### config.mk
export PLATFORM = sky130hd
export DESIGN_NAME = performance_level_vote_aggregator_top
export DESIGN_NICKNAME = d
export VERILOG_FILES = /design/src/rtl/core/pvote_pkg.sv /design/src/rtl/core/pvote_level_match.sv /design/src/rtl/core/performance_level_vote_aggregator_top.sv
export VERILOG_INCLUDE_DIRS = /design/src /design/src/rtl/core
export SDC_FILE = /design/constraint.sdc
export NUM_CORES = 1
export LEC_CHECK = 0
export ABC_AREA = 1
export BUFFER_PORTS_ARGS = -buffer_cell sky130_fd_sc_hd__buf_2
export CAP_MARGIN = 25
export CELL_PAD_IN_SITES_DETAIL_PLACEMENT = 0
export CELL_PAD_IN_SITES_GLOBAL_PLACEMENT = 2
export CORE_ASPECT_RATIO = 1.1
export CORE_MARGIN = 10
export CORE_UTILIZATION = 27
export DETAILED_ROUTE_END_ITERATION = 16
export MAX_ROUTING_LAYER = met4
export PLACE_DENSITY_LB_ADDON = 0.25
export REMOVE_ABC_BUFFERS = 1
export SYNTH_ARGS = -nofsm -noshare
export SYNTH_HDL_FRONTEND = slang
export SYNTH_HIERARCHICAL = 1
export SYNTH_SLANG_ARGS = --single-unit
### constraint.sdc
create_clock -name i_clk -period 9 [get_ports i_clk]
set_input_delay 0.45 -clock i_clk [delete_from_list [all_inputs] [get_ports i_clk]]
set_output_delay 0.45 -clock i_clk [all_outputs]
set_load 0.02 [all_outputs]
### src/rtl/core/performance_level_vote_aggregator_top_macros.svh
// ----------------------------------------------------------------------------
// Assertion macros for the performance level vote aggregator
// ----------------------------------------------------------------------------
`ifndef PERFORMANCE_LEVEL_VOTE_AGGREGATOR_TOP_MACROS_SVH
`define PERFORMANCE_LEVEL_VOTE_AGGREGATOR_TOP_MACROS_SVH

// Same-cycle implication, disabled while in reset
`define PV_ASSERT_SAME(label, clk, rst_n, cond, conseq, msg) \
    label: assert property (@(posedge clk) disable iff (!rst_n) (cond) |-> (conseq)) \
        else $error(msg);

// Next-cycle implication, disabled while in reset
`define PV_ASSERT_NEXT(label, clk, rst_n, cond, conseq, msg) \
    label: assert property (@(posedge clk) disable iff (!rst_n) (cond) |=> (conseq)) \
        else $error(msg);

`endif

### src/rtl/core/pvote_pkg.sv
// ----------------------------------------------------------------------------
// pvote_pkg
// Shared constants and types for the performance level vote aggregator.
// ----------------------------------------------------------------------------
package pvote_pkg;

    localparam int PV_NUM_CLIENTS = 16;
    localparam int PV_NUM_LEVELS  = 8;
    localparam int PV_MAP_W       = 16;   // width of a level's client bitmap
    localparam int PV_LEVEL_W     = 5;
    localparam int PV_CLIENT_W    = 5;

    localparam logic [PV_LEVEL_W-1:0] PV_UNREQ = 5'h1F;   // -1

    localparam logic PV_OP_SET   = 1'b0;
    localparam logic PV_OP_QUERY = 1'b1;

    typedef enum logic [1:0] {
        PV_IDLE,
        PV_SWEEP,
        PV_DONE
    } t_pv_state;

endpackage

### src/rtl/core/pvote_level_match.sv
// ----------------------------------------------------------------------------
// pvote_level_match
// Shared compare unit: bitmap of the clients whose request equals one level.
// ----------------------------------------------------------------------------
module pvote_level_match
    import pvote_pkg::*;
#(
    parameter int NUM_CLIENTS = PV_NUM_CLIENTS,
    parameter int NUM_LEVELS  = PV_NUM_LEVELS,
    localparam int LVL_W      = (NUM_LEVELS > 1) ? $clog2(NUM_LEVELS) : 1
) (
    input  logic [NUM_CLIENTS-1:0][PV_LEVEL_W-1:0] i_requests,
    input  logic [LVL_W-1:0]                       i_level,
    output logic [PV_MAP_W-1:0]                    o_bitmap
);

    // clients past the bitmap width never count
    localparam int MAP_CLIENTS = (NUM_CLIENTS < PV_MAP_W) ? NUM_CLIENTS : PV_MAP_W;

    logic [PV_LEVEL_W-1:0] w_level_ext;

    assign w_level_ext = PV_LEVEL_W'(i_level);

    genvar c;
    generate
        for (c = 0; c < PV_MAP_W; c++) begin : g_bit
            if (c < MAP_CLIENTS) begin : g_cmp
                // unrequested (-1) has the sign bit set and never matches
                assign o_bitmap[c] = (i_requests[c] == w_level_ext);
            end else begin : g_none
                assign o_bitmap[c] = 1'b0;
            end
        end
    endgenerate

endmodule

### src/rtl/core/performance_level_vote_aggregator_top.sv
// ----------------------------------------------------------------------------
// performance_level_vote_aggregator_top
// Per-client performance level votes with lowest-level winner search.
// ----------------------------------------------------------------------------
// Usage:
//   Command channel: drive the item on i_operation/i_client/i_level/
//   i_clients_mask with start high; the transfer happens on an edge where
//   busy is low. busy stays high until the result has been shown.
//   Result channel: o_valid is high for exactly one cycle with
//   o_winning_level, o_rejected and o_winning_clients. The receiver cannot
//   stall; it must take the result in that cycle.
//   Sequence: a set or query passes from idle through the level sweep
//   to the result strobe; a rejected set goes from idle straight to the
//   strobe. The next item may be transferred in the cycle after the
//   strobe, so a new item is not taken while one is in progress. The
//   sweep visits the levels in order: one shared compare unit handles
//   one level per cycle, rebuilding that level's bitmap on a set and
//   testing it for the winner; a query tests its stored, masked bitmap.
//   Reset (i_rst_n low, synchronous) marks every client unrequested, clears
//   all level bitmaps and returns the sequencer to idle.
// ----------------------------------------------------------------------------
module performance_level_vote_aggregator_top
    import pvote_pkg::*;
#(
    parameter int NUM_CLIENTS = PV_NUM_CLIENTS,
    parameter int NUM_LEVELS  = PV_NUM_LEVELS
) (
    input  logic                         i_clk,
    input  logic                         i_rst_n,
    input  logic                         start,
    output logic                         busy,
    input  logic                         i_operation,
    input  logic [PV_CLIENT_W-1:0]       i_client,
    input  logic signed [PV_LEVEL_W-1:0] i_level,
    input  logic [PV_MAP_W-1:0]          i_clients_mask,
    output logic                         o_valid,
    output logic signed [PV_LEVEL_W-1:0] o_winning_level,
    output logic                         o_rejected,
    output logic [PV_MAP_W-1:0]          o_winning_clients
);

    `include "performance_level_vote_aggregator_top_macros.svh"

    localparam int LVL_W = (NUM_LEVELS > 1) ? $clog2(NUM_LEVELS) : 1;
    localparam int CL_W  = (NUM_CLIENTS > 1) ? $clog2(NUM_CLIENTS) : 1;
    localparam logic [LVL_W-1:0]      LAST_LVL   = LVL_W'(NUM_LEVELS - 1);
    localparam logic [PV_LEVEL_W-1:0] SLOWEST    = PV_LEVEL_W'(NUM_LEVELS - 1);
    localparam logic [PV_CLIENT_W-1:0] CLIENT_LIM = PV_CLIENT_W'(NUM_CLIENTS);
    localparam logic [PV_LEVEL_W-1:0] LEVEL_LIM  = PV_LEVEL_W'(NUM_LEVELS);

    t_pv_state r_state, n_state;

    logic [NUM_CLIENTS-1:0][PV_LEVEL_W-1:0] r_req;
    logic [PV_MAP_W-1:0] r_map [NUM_LEVELS];

    logic                  r_op, n_op;
    logic [PV_MAP_W-1:0]   r_mask, n_mask;
    logic [LVL_W-1:0]      r_lvl, n_lvl;
    logic                  r_found, n_found;
    logic [PV_LEVEL_W-1:0] r_win, n_win;
    logic [PV_MAP_W-1:0]   r_who, n_who;
    logic                  r_rej, n_rej;

    logic                  w_accept;
    logic                  w_reject;
    logic                  w_req_we;
    logic                  w_map_we;
    logic [PV_MAP_W-1:0]   w_built;
    logic [PV_MAP_W-1:0]   w_cand;

    assign w_accept = start && (r_state == PV_IDLE);

    // level below -1, level past the slowest, or client out of range
    assign w_reject = (i_level[PV_LEVEL_W-1] && (i_level != PV_UNREQ))
                   || (!i_level[PV_LEVEL_W-1]
                       && ({1'b0, i_level[PV_LEVEL_W-2:0]} >= LEVEL_LIM))
                   || (i_client >= CLIENT_LIM);

    assign w_req_we = w_accept && (i_operation == PV_OP_SET) && !w_reject;
    assign w_map_we = (r_state == PV_SWEEP) && (r_op == PV_OP_SET);

    pvote_level_match #(
        .NUM_CLIENTS (NUM_CLIENTS),
        .NUM_LEVELS  (NUM_LEVELS)
    ) u_match (
        .i_requests (r_req),
        .i_level    (r_lvl),
        .o_bitmap   (w_built)
    );

    // set uses the freshly rebuilt bitmap, query the stored one
    assign w_cand = (r_op == PV_OP_SET) ? w_built : (r_map[r_lvl] & r_mask);

    always_comb begin
        n_state = r_state;
        n_op    = r_op;
        n_mask  = r_mask;
        n_lvl   = r_lvl;
        n_found = r_found;
        n_win   = r_win;
        n_who   = r_who;
        n_rej   = r_rej;
        case (r_state)
            PV_IDLE: begin
                if (start) begin
                    n_op    = i_operation;
                    n_mask  = i_clients_mask;
                    n_lvl   = '0;
                    n_found = 1'b0;
                    n_who   = '0;
                    n_win   = PV_UNREQ;
                    if ((i_operation == PV_OP_SET) && w_reject) begin
                        n_rej   = 1'b1;
                        n_state = PV_DONE;
                    end else begin
                        n_rej   = 1'b0;
                        n_state = PV_SWEEP;
                    end
                end
            end
            PV_SWEEP: begin
                if (!r_found && (w_cand != '0)) begin
                    n_found = 1'b1;
                    n_win   = PV_LEVEL_W'(r_lvl);
                    n_who   = w_cand;
                end
                if (r_lvl == LAST_LVL) begin
                    n_state = PV_DONE;
                    if (!r_found && (w_cand == '0)) begin
                        n_win = (r_op == PV_OP_SET) ? PV_UNREQ : SLOWEST;
                    end
                end else begin
                    n_lvl = r_lvl + 1'b1;
                end
            end
            PV_DONE: begin
                n_state = PV_IDLE;
            end
            default: begin
                n_state = PV_IDLE;
            end
        endcase
    end

    always_ff @(posedge i_clk) begin
        if (!i_rst_n) begin
            r_state <= PV_IDLE;
            r_found <= 1'b0;
            r_rej   <= 1'b0;
        end else begin
            r_state <= n_state;
            r_found <= n_found;
            r_rej   <= n_rej;
        end
    end

    always_ff @(posedge i_clk) begin
        r_op   <= n_op;
        r_mask <= n_mask;
        r_lvl  <= n_lvl;
        r_win  <= n_win;
        r_who  <= n_who;
    end

    always_ff @(posedge i_clk) begin
        if (!i_rst_n) begin
            for (int i = 0; i < NUM_CLIENTS; i++) begin
                r_req[i] <= PV_UNREQ;
            end
        end else if (w_req_we) begin
            r_req[i_client[CL_W-1:0]] <= i_level;
        end
    end

    always_ff @(posedge i_clk) begin
        if (!i_rst_n) begin
            for (int i = 0; i < NUM_LEVELS; i++) begin
                r_map[i] <= '0;
            end
        end else if (w_map_we) begin
            r_map[r_lvl] <= w_built;
        end
    end

    assign busy              = (r_state != PV_IDLE);
    assign o_valid           = (r_state == PV_DONE);
    assign o_winning_level   = r_win;
    assign o_rejected        = r_rej;
    assign o_winning_clients = r_who;

    `PV_ASSERT_NEXT(a_accept_busy, i_clk, i_rst_n, start && !busy, busy, "accepted item did not raise busy")
    `PV_ASSERT_NEXT(a_strobe_single, i_clk, i_rst_n, o_valid, !o_valid && !busy, "result strobe not followed by idle")
    `PV_ASSERT_SAME(a_reject_result, i_clk, i_rst_n, o_valid && o_rejected, (o_winning_level == PV_UNREQ) && (o_winning_clients == '0), "rejected set result not cleared")
    `PV_ASSERT_SAME(a_empty_winner, i_clk, i_rst_n, o_valid && !o_rejected && (o_winning_clients == '0), (o_winning_level == PV_UNREQ) || (o_winning_level == SLOWEST), "empty winner with a real level")

endmodule
==> summary.txt, run 1 <==
CTS tree -> built
static leakage -> 6.231 nW
I/O Buffers -> 53
post-synth top area share -> 42.62%
Final Hold Fails -> 0
Sink Count -> 256
clk_lat worst skew -> 0.56 ns
mux share of post-synthesis cell area -> 0%
die width -> 220.2 um
Clock Tree Root -> clkbuf_16
synth warn -> 6
FP Rows -> 80
Netlist Area Pre-Place -> 11910 um2
CTS Buffer Depth -> 3
TritonCTS buffer count -> 30
Post-synth top flop -> edfxtp_1
Compound-Gate Fraction of Synth Area -> 1.093%
WL/cell -> 17.51 um
DRC Markers -> 0
number of diodes -> 0
area growth from synthesis to layout -> 14.93%
Worst setup SP type -> flip-flop
Post-Route Skew -> 0.01064 ns
Synth Area in Adders -> 0.2102%
CP max-delay cell -> o21ai_2
hold buffers post-CTS -> 0
Fill cells -> 4685
post-synthesis async set-or-reset flop share -> 0%
top cells by area, synth -> edfxtp_1 43%, nand2_1 16%, dfxtp_1 15%
largest stage delay on the critical path -> 0.79 ns
simple-gate share of the synthesized area -> 33.96%
fmax -> 0.2792 GHz
Routed Antenna Nets -> 0
Vias -> 9133
crit-path max FO -> 36
I/O pins -> 54
synth unique cells -> 24
Core ar. -> 43540 um2
Req. time, crit path -> 9.18 ns
Post-Syn Instances -> 1443
# nets final -> 1508
Slew @ Worst Pin -> 1.010 ns
# setup viols final -> 0
Cell Pwr Density -> 221.3 nW/um2
Die Area -> 52910 um2
antenna violations before repair -> 0
peak supply drop -> 148.7 uV
Critical Path, Cell by Cell -> inv_2 > buf_4 > nand2_1 > nand3_1 > nand3_1 > nand2_1 > nand2_1 > nand2_1 > nor2_1 > nand2_1 > nor2_2 > nand2_2 > nand2_2 > o21ai_2
Finished Layout Cells -> 2074
top-count cell post-synth -> nand2_1
post-synth top area cell -> edfxtp_1
global-route wire length before repair -> 55.12 mm
Tcrit/Tclk final -> 39.79%
Seq/Total Area, Yosys -> 57.24%
run status -> finished clean
RSZ-0062 raised after global routing -> false
MaxCap Viol Count -> 0
Total Neg Setup Slack -> 0 ns
Via density -> 4.404
critical path class -> reg2reg
Reg clk slew, reported paths -> 0.06 ns
min Tclk post-route -> 3.581 ns
Avg Cell Area, Syn -> 8.252 um2
Pre-antenna DRT Iters -> 7
initial core utilization -> 27.35%
largest net degree at the start of global routing -> 65
number of global-route vias before repair -> 9089
Post-synth EDFFs -> 169
DRT iter0 DRCs -> 527
# resized after CTS -> 0
Overall Global Routing Usage -> 14.12%
synth cell count leaders -> 510 x nand2_1, 207 x nand3_1, 201 x nor2_1
Inst Count DP -> 2018
layout cells sized above 1 -> 10.87%
Worst slew margin -> 32.65%
die height -> 240.3 um
Synth Area in XOR/XNOR -> 0%
number of post-CTS setup repair buffers -> 0
total grt overflow -> 0
DP HPWL -> 23.86 mm
GP Congestion -> 0.7710
Hold WC Path Type -> in2reg
DRT Wirelength -> 36.31 mm
main combinational cell family by area after synthesis -> simple AND/OR/NAND/NOR gates
Final Slew Violations -> 0
most used cell, CP -> nand2_1
arrival time worst endpoint -> 3.76 ns
CP Capture Type -> flip-flop
Synth Register Bits -> 256
H-Tree Level Count -> 1
==> state kept, by name, indices dropped and copies added (netlist names), named ones only <==
name and count:
o_winning_clients 16, r_op 1, r_lvl 3, o_winning_level 5, r_found 1, r_mask 16
r_state 2, o_rejected 1, r_map 128, r_req 80
==> cell usage in the layout (no fill, tap or decap) <==
master	synthesis	final
nor3_4	9	9
o21ai_2	0	1
bufinv_16	0	4
nor2_2	2	2
nand3_1	207	207
or2_2	1	1
a21oi_1	20	20
clkinv_1	1	5
nand2_1	510	510
buf_2	26	53
clkinv_2	0	7
nor4_1	1	1
dfxtp_2	0	1
buf_4	14	10
nor3_2	7	7
dfxtp_1	87	86
edfxtp_1	169	169
clkbuf_1	17	2
nor2_4	2	2
nand2_2	11	11
nand4_1	1	1
inv_2	16	16
inv_1	128	128
nor2_1	201	201
clkbuf_16	0	33
clkinvlp_4	0	1
clkbuf_2	0	2
clkbuf_8	0	3
o21ai_0	6	5
ha_1	2	2
==> path summary, 6_finish.rpt <==
kind / start / to / slack [ns] / depth (start not counted)
setup / recovery: flip-flop / o_winning_clients[2]$_SDFFCE_PN0P_ / 5.42 / 14
hold / removal: i_clients_mask[9] / r_mask[9]$_DFFE_PP_ / 0.07 / 1
setup reg to reg: flip-flop / o_winning_clients[2]$_SDFFCE_PN0P_ / 5.42 / 14
hold reg to reg: r_req[29]$_SDFFE_PN1P_ / r_req[29]$_SDFFE_PN1P_ / 0.45 / 2
==> layer usage <==
metal / GRT usage [%] / wire (um) / up-vias / share of wire [%]
met5: - / 0 / - / 0
met4: 3.239 / 528 / 0 / 1.5
met3: 1.458 / 1152 / 41 / 3.2
met2: 24.01 / 18210 / 133 / 50
met1: 17.72 / 16420 / 4295 / 45
li1: - / - / 4664 / -
==> where the power goes <==
part | internal [mW] | switching (mW)
clock network | 0.800 | 0.503
logic | 0.0950 | 0.298
registers | 1.31 | 0.0258
==> per-stage QoR <==
stage	util [%]	power, mW	setup WS, ns	hold WS, ns	instance area [um2]
3_3_place_gp	28.99	1.763	5.336	0.4412	12620
2_1_floorplan	-	1.578	5.054	0.4289	11560
6_report	31.43	3.028	5.419	0.06776	13690
5_1_grt	31.43	3.158	5.146	0.04516	13690
4_1_cts	31.43	3.072	5.296	0.03635	13690
3_5_place_dp	28.99	1.761	5.308	0.4425	12620
==> final cells by class <==
class	count	area, um2	area share (%)
clock buffers	40	884.6	6.464
clock inverters	16	177.7	1.298
inverters	145	544.3	3.977
multi-input cells	980	4203	30.71
flip-flops and latches	256	6818	49.82
well taps	574	718.2	5.248
repair buffers	63	340.3	2.487
==> kinds of logic (layout without fill, tap and decap cells) <==
logic type / count (synthesis) / in the layout
adder cells (fa/ha/maj): 2 / 2
AO/OA/AOI/OAI: 26 / 26
buffers and inverters: 207 / 264
flip-flops: 256 / 256
AND/OR/NAND/NOR: 952 / 952
==> critical path, delay by kind of cell (launching register included) <==
kind | cells | cell delay, ns
AO/OA/AOI/OAI | 1 | 0.79
AND/OR/NAND/NOR | 11 | 1.09
flip-flops | 1 | 0.33
buffers and inverters | 2 | 0.95
Note: power is estimated with default switching activity, not from simulation.
==> run 2, diff against run 1 <==
clock period = 3.6 ns   (was 9 ns; I/O delays follow)
==> run 2 against run 1 <==
Against the previous run:
- sequential power grew 150%
- clock skew is essentially flat
- global-route usage grew 0.62 points
- flip-flop and latch count is the same
- fmax grew 28%
- routed wire length grew 4.1%
- utilization grew 0.62 points
==> summary.txt, run 2 (synthesis gave the netlist of run 1 again) <==
run status -> finished clean
I/O pins -> 54
Worst path top cell family by delay -> simple AND/OR/NAND/NOR gates
Fill cells -> 4640
Design Area, Final -> 13960 um2
overall power -> 7.315 mW
# resized after CTS -> 0
RSZ-0062 raised after global routing -> false
clk_lat worst skew -> 0.58 ns
total grt overflow -> 0
Final Hold Fails -> 0
Vias -> 9338
area growth from synthesis to layout -> 17.20%
CP max-delay cell -> edfxtp_1
Reg clk slew, reported paths -> 0.06 ns
Placed Area -> 12820 um2
global-route wire length before repair -> 57.41 mm
launch point of the worst path -> r_lvl[1]$_DFFE_PP_
antenna violations before repair -> 0
static leakage -> 6.370 nW
max reg flops -> 128
WL/cell -> 17.82 um
I/O Buffers -> 53
# setup viols final -> 0
Slew @ Worst Pin -> 0.8024 ns
register-to-register setup slack -> 0.79 ns
crit-path max FO -> 17
die width -> 220.2 um
Req. time, crit path -> 3.85 ns
layout cells sized above 1 -> 11.77%
Tcrit/Tclk final -> 77.93%
Cell Pwr Density -> 524.1 nW/um2
Pre-antenna DRT Iters -> 5
commonest non-fill, non-tap cells in the layout -> 510 x nand2_1, 207 x nand3_1, 201 x nor2_1, 169 x edfxtp_1, 128 x inv_1
critical path class -> reg2reg
Core ar. -> 43540 um2
Clock Tree Root -> clkbuf_16
Via density -> 4.405
Crit path depth -> 15
arrival time worst endpoint -> 3.05 ns
H-Tree Level Count -> 1
Final Slew Violations -> 0
min Tclk post-route -> 2.805 ns
DRT iter0 DRCs -> 592
Worst setup SP type -> flip-flop
Worst Setup EP -> o_winning_clients[15]$_SDFFCE_PN0P_
worst flop-to-flop path startpoint -> r_lvl[1]$_DFFE_PP_
Reg-to-Reg End -> o_winning_clients[15]$_SDFFCE_PN0P_
initial core utilization -> 27.35%
FP Rows -> 80
peak supply drop -> 431.3 uV
Reg2Reg Depth -> 15
largest registers -> r_map (128), r_req (80)
Routed Antenna Nets -> 0
Critical Path, Cell by Cell -> inv_2 > buf_4 > nor2_1 > nor2_1 > nand2_1 > nor2_1 > nand2_1 > nand2_1 > nor2_1 > nand2_1 > nor2_2 > nand2_2 > nand2_2 > o21ai_2 > buf_4
CP Capture Type -> flip-flop
Reg with most FFs -> r_map
MaxCap Viol Count -> 0
WP buf/inv -> 3
GP Congestion -> 0.7528
number of diodes -> 0
number of global-route vias before repair -> 9306
TritonCTS buffer count -> 31
Overall Global Routing Usage -> 14.74%
CTS tree -> built
Worst slew margin -> 46.45%
DP HPWL -> 24.60 mm
largest net degree at the start of global routing -> 65
Die Area -> 52910 um2
largest stage delay on the critical path -> 0.41 ns
CTS Buffer Depth -> 3
# nets final -> 1554
Sink Count -> 256
fmax -> 0.3564 GHz
Hold WC Path Type -> in2reg
DRC Markers -> 0
Post-Route Skew -> 0.01030 ns
die height -> 240.3 um
number of post-CTS setup repair buffers -> 0
commonest non-fill, non-tap cell in the layout -> nand2_1
DRT Wirelength -> 37.79 mm
## run 2: final cells by class
class                      count  area (um2)  share of cell area, %
multi-input combinational    980        4203                  30.11
clock inverter                13       92.59                 0.6634
sequential                   256        6818                  48.85
inverter                     145       544.3                  3.900
timing repair buffer         108       725.7                  5.200
tap                          574       718.2                  5.146
clock buffer                  44       854.6                  6.123
## run 2: metrics by stage
step | cells | TNS (ns) | setup slack [ns] | hold WS, ns | util, %
after detailed placement | 2044 | 0 | 0.7688 | 0.3582 | 29.44
after global placement | 2044 | 0 | 0.7975 | 0.3596 | 29.44
after global routing | 2120 | 0 | 0.5670 | 0.04961 | 32.05
after CTS | 2120 | 0 | 0.7479 | 0.01053 | 32.05
final | 2120 | 0 | 0.7945 | 0.03693 | 32.05
after floorplan | 1381 | -5.531 | -0.3457 | 0.2641 | -
## run 2: layer usage
layer | wire [um] | up-vias | global-route usage, %
li1 | - | 4767 | -
met1 | 17620 | 4393 | 18.68
met2 | 18220 | 131 | 24.53
met3 | 1096 | 47 | 1.848
met4 | 847 | 0 | 3.571
met5 | 0 | - | -
## run 2: timing repair
item / in CTS / in global routing
hold buffers: 19 / 0
hold endpoints to repair: 25 / 0
setup endpoints to repair: 0 / 0
## run 2: worst min path at each step
stage | start | endpoint | slack (ns) | depth (start not counted)
after global routing | i_client[3] | r_req[32]$_SDFFE_PN1P_ | 0.05 | 4
after floorplan | i_rst_n | r_req[13]$_SDFFE_PN1P_ | 0.26 | 1
after CTS | i_client[3] | r_req[30]$_SDFFE_PN1P_ | 0.01 | 4
after global placement | i_clients_mask[9] | r_mask[9]$_DFFE_PP_ | 0.36 | 1
after detailed placement | i_clients_mask[13] | r_mask[13]$_DFFE_PP_ | 0.36 | 1
final | i_client[3] | r_req[30]$_SDFFE_PN1P_ | 0.04 | 4
## run 2: worst reg2reg max path, delay by kind of cell (launching register included)
family,cells,cell delay [ns]
and+or+nand+nor,11,1.08
buffers and inverters,3,0.90
DFF,1,0.41
AOI/OAI and AO/OA,1,0.12
## run 2: power breakdown
| part | switching [mW] | total (mW) | internal, mW |
|---|---|---|---|
| sequential | 0.0591 | 3.32 | 3.26 |
| combinational | 0.757 | 1.04 | 0.282 |
| clock | 1.24 | 2.95 | 1.71 |
| total | 2.06 | 7.31 | 5.25 |
==> run 3, diff against run 2 <==
ABC_AREA = 0   (was 1)
clock period = 2.7 ns   (was 3.6 ns; I/O delays follow)
==> run 3 against run 2 <==
Against the previous run:
- fmax increased by 3.6%
- largest power group unchanged
- via count down 11%
- non-clock buffer count grew 96
- global-route usage is 1.1 points lower
- the flow now finishes with violations (setup timing)
- largest cell class unchanged
==> summary.txt, run 3 <==
CP Capture Type -> flip-flop
peak supply drop -> 386.1 uV
post-synth top area share -> 44.14%
Sink Count -> 256
# setup viols final -> 1
Routed Antenna Nets -> 0
global-route wire length before repair -> 52.94 mm
Hold WC Path Type -> in2reg
Slew @ Worst Pin -> 0.5979 ns
Placed Area -> 13040 um2
DRT Wirelength -> 34.30 mm
DRT iter0 DRCs -> 381
DRC Markers -> 0
Die Area -> 51250 um2
Finished Layout Cells -> 1742
Worst slew margin -> 60.10%
Tcrit/Tclk final -> 100.3%
GP Congestion -> 0.7651
fmax -> 0.3694 GHz
WL/cell -> 19.69 um
commonest non-fill, non-tap cell in the layout -> edfxtp_1
Pre-antenna DRT Iters -> 5
Post-Route Skew -> 0.01690 ns
Netlist Area Pre-Place -> 11500 um2
number of diodes -> 0
WHS -> 0.05862 ns
Post-Syn Instances -> 1007
synth unique cells -> 46
RSZ-0062 raised after global routing -> true
critical path class -> reg2reg
Final Slew Violations -> 0
Post-synth top flop -> edfxtp_1
total grt overflow -> 0
Vias -> 8312
antenna violations before repair -> 0
Clock Tree Root -> clkbuf_16
post-synthesis async set-or-reset flop share -> 0%
static leakage -> 5.366 nW
Synth Register Bits -> 256
largest registers -> r_map (128), r_req (80)
Fill cells -> 4235
# nets final -> 1184
Inst Count DP -> 1647
Reg clk slew, reported paths -> 0.06 ns
Overall Global Routing Usage -> 13.60%
FP Rows -> 79
synth warn -> 6
H-Tree Level Count -> 1
post-synth top area cell -> edfxtp_1
Core ar. -> 42210 um2
violated checks -> setup timing
die width -> 216.8 um
CTS tree -> built
Design Area, Final -> 14810 um2
Reg with most FFs -> r_map
largest net degree at the start of global routing -> 77
arrival time worst endpoint -> 3.14 ns
fin worst setup slack -> -0.006877 ns
Req. time, crit path -> 3.14 ns
Avg Cell Area, Syn -> 11.42 um2
Via density -> 4.772
clk_lat worst skew -> 0.56 ns
initial core utilization -> 27.24%
I/O pins -> 54
Post-synth EDFFs -> 169
commonest non-fill, non-tap cells in the layout -> 169 x edfxtp_1, 105 x buf_4, 100 x nor3_1, 86 x dfxtp_1, 79 x nand2_1
number of global-route vias before repair -> 8571
max reg flops -> 128
min Tclk post-route -> 2.707 ns
Cell Pwr Density -> 674.1 nW/um2
MaxCap Viol Count -> 0
Worst setup SP type -> flip-flop
Seq/Total Area, Yosys -> 59.29%
I/O Buffers -> 53
DP HPWL -> 22.54 mm
Final Hold Fails -> 0
crit-path max FO -> 7
run status -> finished with violations
layout cells sized above 1 -> 25.45%
CTS Buffer Depth -> 3
die height -> 236.4 um
synth cell count leaders -> 169 x edfxtp_1, 101 x nor3_1, 87 x dfxtp_1
top cells by area, synth -> edfxtp_1 44%, dfxtp_1 15%, nor3_1 4.4%
hold_sp -> i_level[1]
top-count cell post-synth -> edfxtp_1
TritonCTS buffer count -> 30
area growth from synthesis to layout -> 28.82%
-- run 3: changes by cell type in the layout (fill, tap and decap cells not counted), sizes merged, moves of 22 or more --
| cell | before | now |
|---|---|---|
| nor2b | 0 | 22 |
| nor2 | 205 | 25 |
| buf | 89 | 186 |
| inv | 145 | 8 |
| xnor2 | 0 | 48 |
| nand2 | 521 | 82 |
| nand3 | 207 | 79 |
| mux2 | 0 | 51 |
| nor4 | 1 | 39 |
| a21o | 0 | 26 |
| nor3 | 16 | 101 |
-- run 3: metrics by stage --
| step | power [mW] | setup WS (ns) | util [%] | setup TNS, ns |
|---|---|---|---|---|
| after detailed placement | 5.849 | -0.2241 | 30.90 | -4.357 |
| after floorplan | 5.133 | -1.664 | - | -223.16 |
| after global placement | 5.847 | -0.1283 | 30.90 | -2.032 |
| after global routing | 10.39 | -0.1282 | 35.09 | -0.8426 |
| final | 9.984 | -0.006877 | 35.09 | -0.006877 |
| after CTS | 10.06 | 0.003469 | 34.70 | 0 |
-- run 3: final timing paths --
path                                                         end  slack [ns]  cells past startpoint
worst min-delay path                      r_req[31]$_SDFFE_PN1P_        0.06                      3
worst max-delay path            o_winning_level[3]$_SDFFCE_PN1P_      -0.007                     13
worst min register to register             r_req[8]$_SDFFE_PN1P_        0.44                      2
worst max register to register  o_winning_level[3]$_SDFFCE_PN1P_      -0.007                     13
-- run 3: repair_timing --
action | in CTS | in global routing
resized for setup | 44 | 23
buffers inserted | 17 | 5
endpoints found under the setup margin | 21 | 21
hold buffers | 18 | 0
cloned | 3 | 0
pin swaps | 20 | 17
endpoints found under the hold margin | 19 | 0
-- run 3: per-layer routing --
layer | vias to the layer above | wire length [um] | share of wire [%] | global-route usage (%)
met2 | 143 | 16100 | 47 | 21.56
met1 | 4118 | 16310 | 48 | 17.98
met3 | 40 | 1287 | 3.8 | 1.779
li1 | 4011 | - | - | -
met4 | 0 | 597 | 1.7 | 3.540
met5 | - | 0 | 0 | -
-- run 3: where the power goes --
part	internal, mW	total, mW	switching (mW)
clock	2.26	3.86	1.60
combinational	0.798	1.74	0.938
sequential	4.33	4.39	0.0634
-- run 3: worst max-delay path, stage by stage (launching register included) --
cell,delay (ns)
dfxtp_4,0.36
buf_12,0.13
buf_12,0.14
buf_8,0.13
buf_6,0.11
mux2_4,0.29
o211ai_1,0.21
o32ai_2,0.15
nor4_4,0.24
buf_6,0.17
nand4_4,0.11
buf_12,0.18
nor4b_4,0.22
a211o_1,0.14
-- run 3: cell type report --
| cell class | count | area [um2] | share of cell area (%) |
|---|---|---|---|
| timing repair buffer | 204 | 1747 | 11.79 |
| inverter | 22 | 83.83 | 0.5660 |
| multi-input combinational | 638 | 4522 | 30.53 |
| sequential | 256 | 6820 | 46.05 |
| clock inverter | 19 | 133.9 | 0.9039 |
| tap | 567 | 709.4 | 4.790 |
| clock buffer | 36 | 794.5 | 5.365 |
-- run 3: cell families after synthesis --
| group | share of synthesized area, % |
|---|---|
| simple gates | 18.37 |
| compound gates | 7.487 |
| mux | 6.290 |
| xor+xnor | 3.657 |
| flops | 59.29 |
| buf+inv | 4.690 |
| fa+ha+maj | 0.2176 |
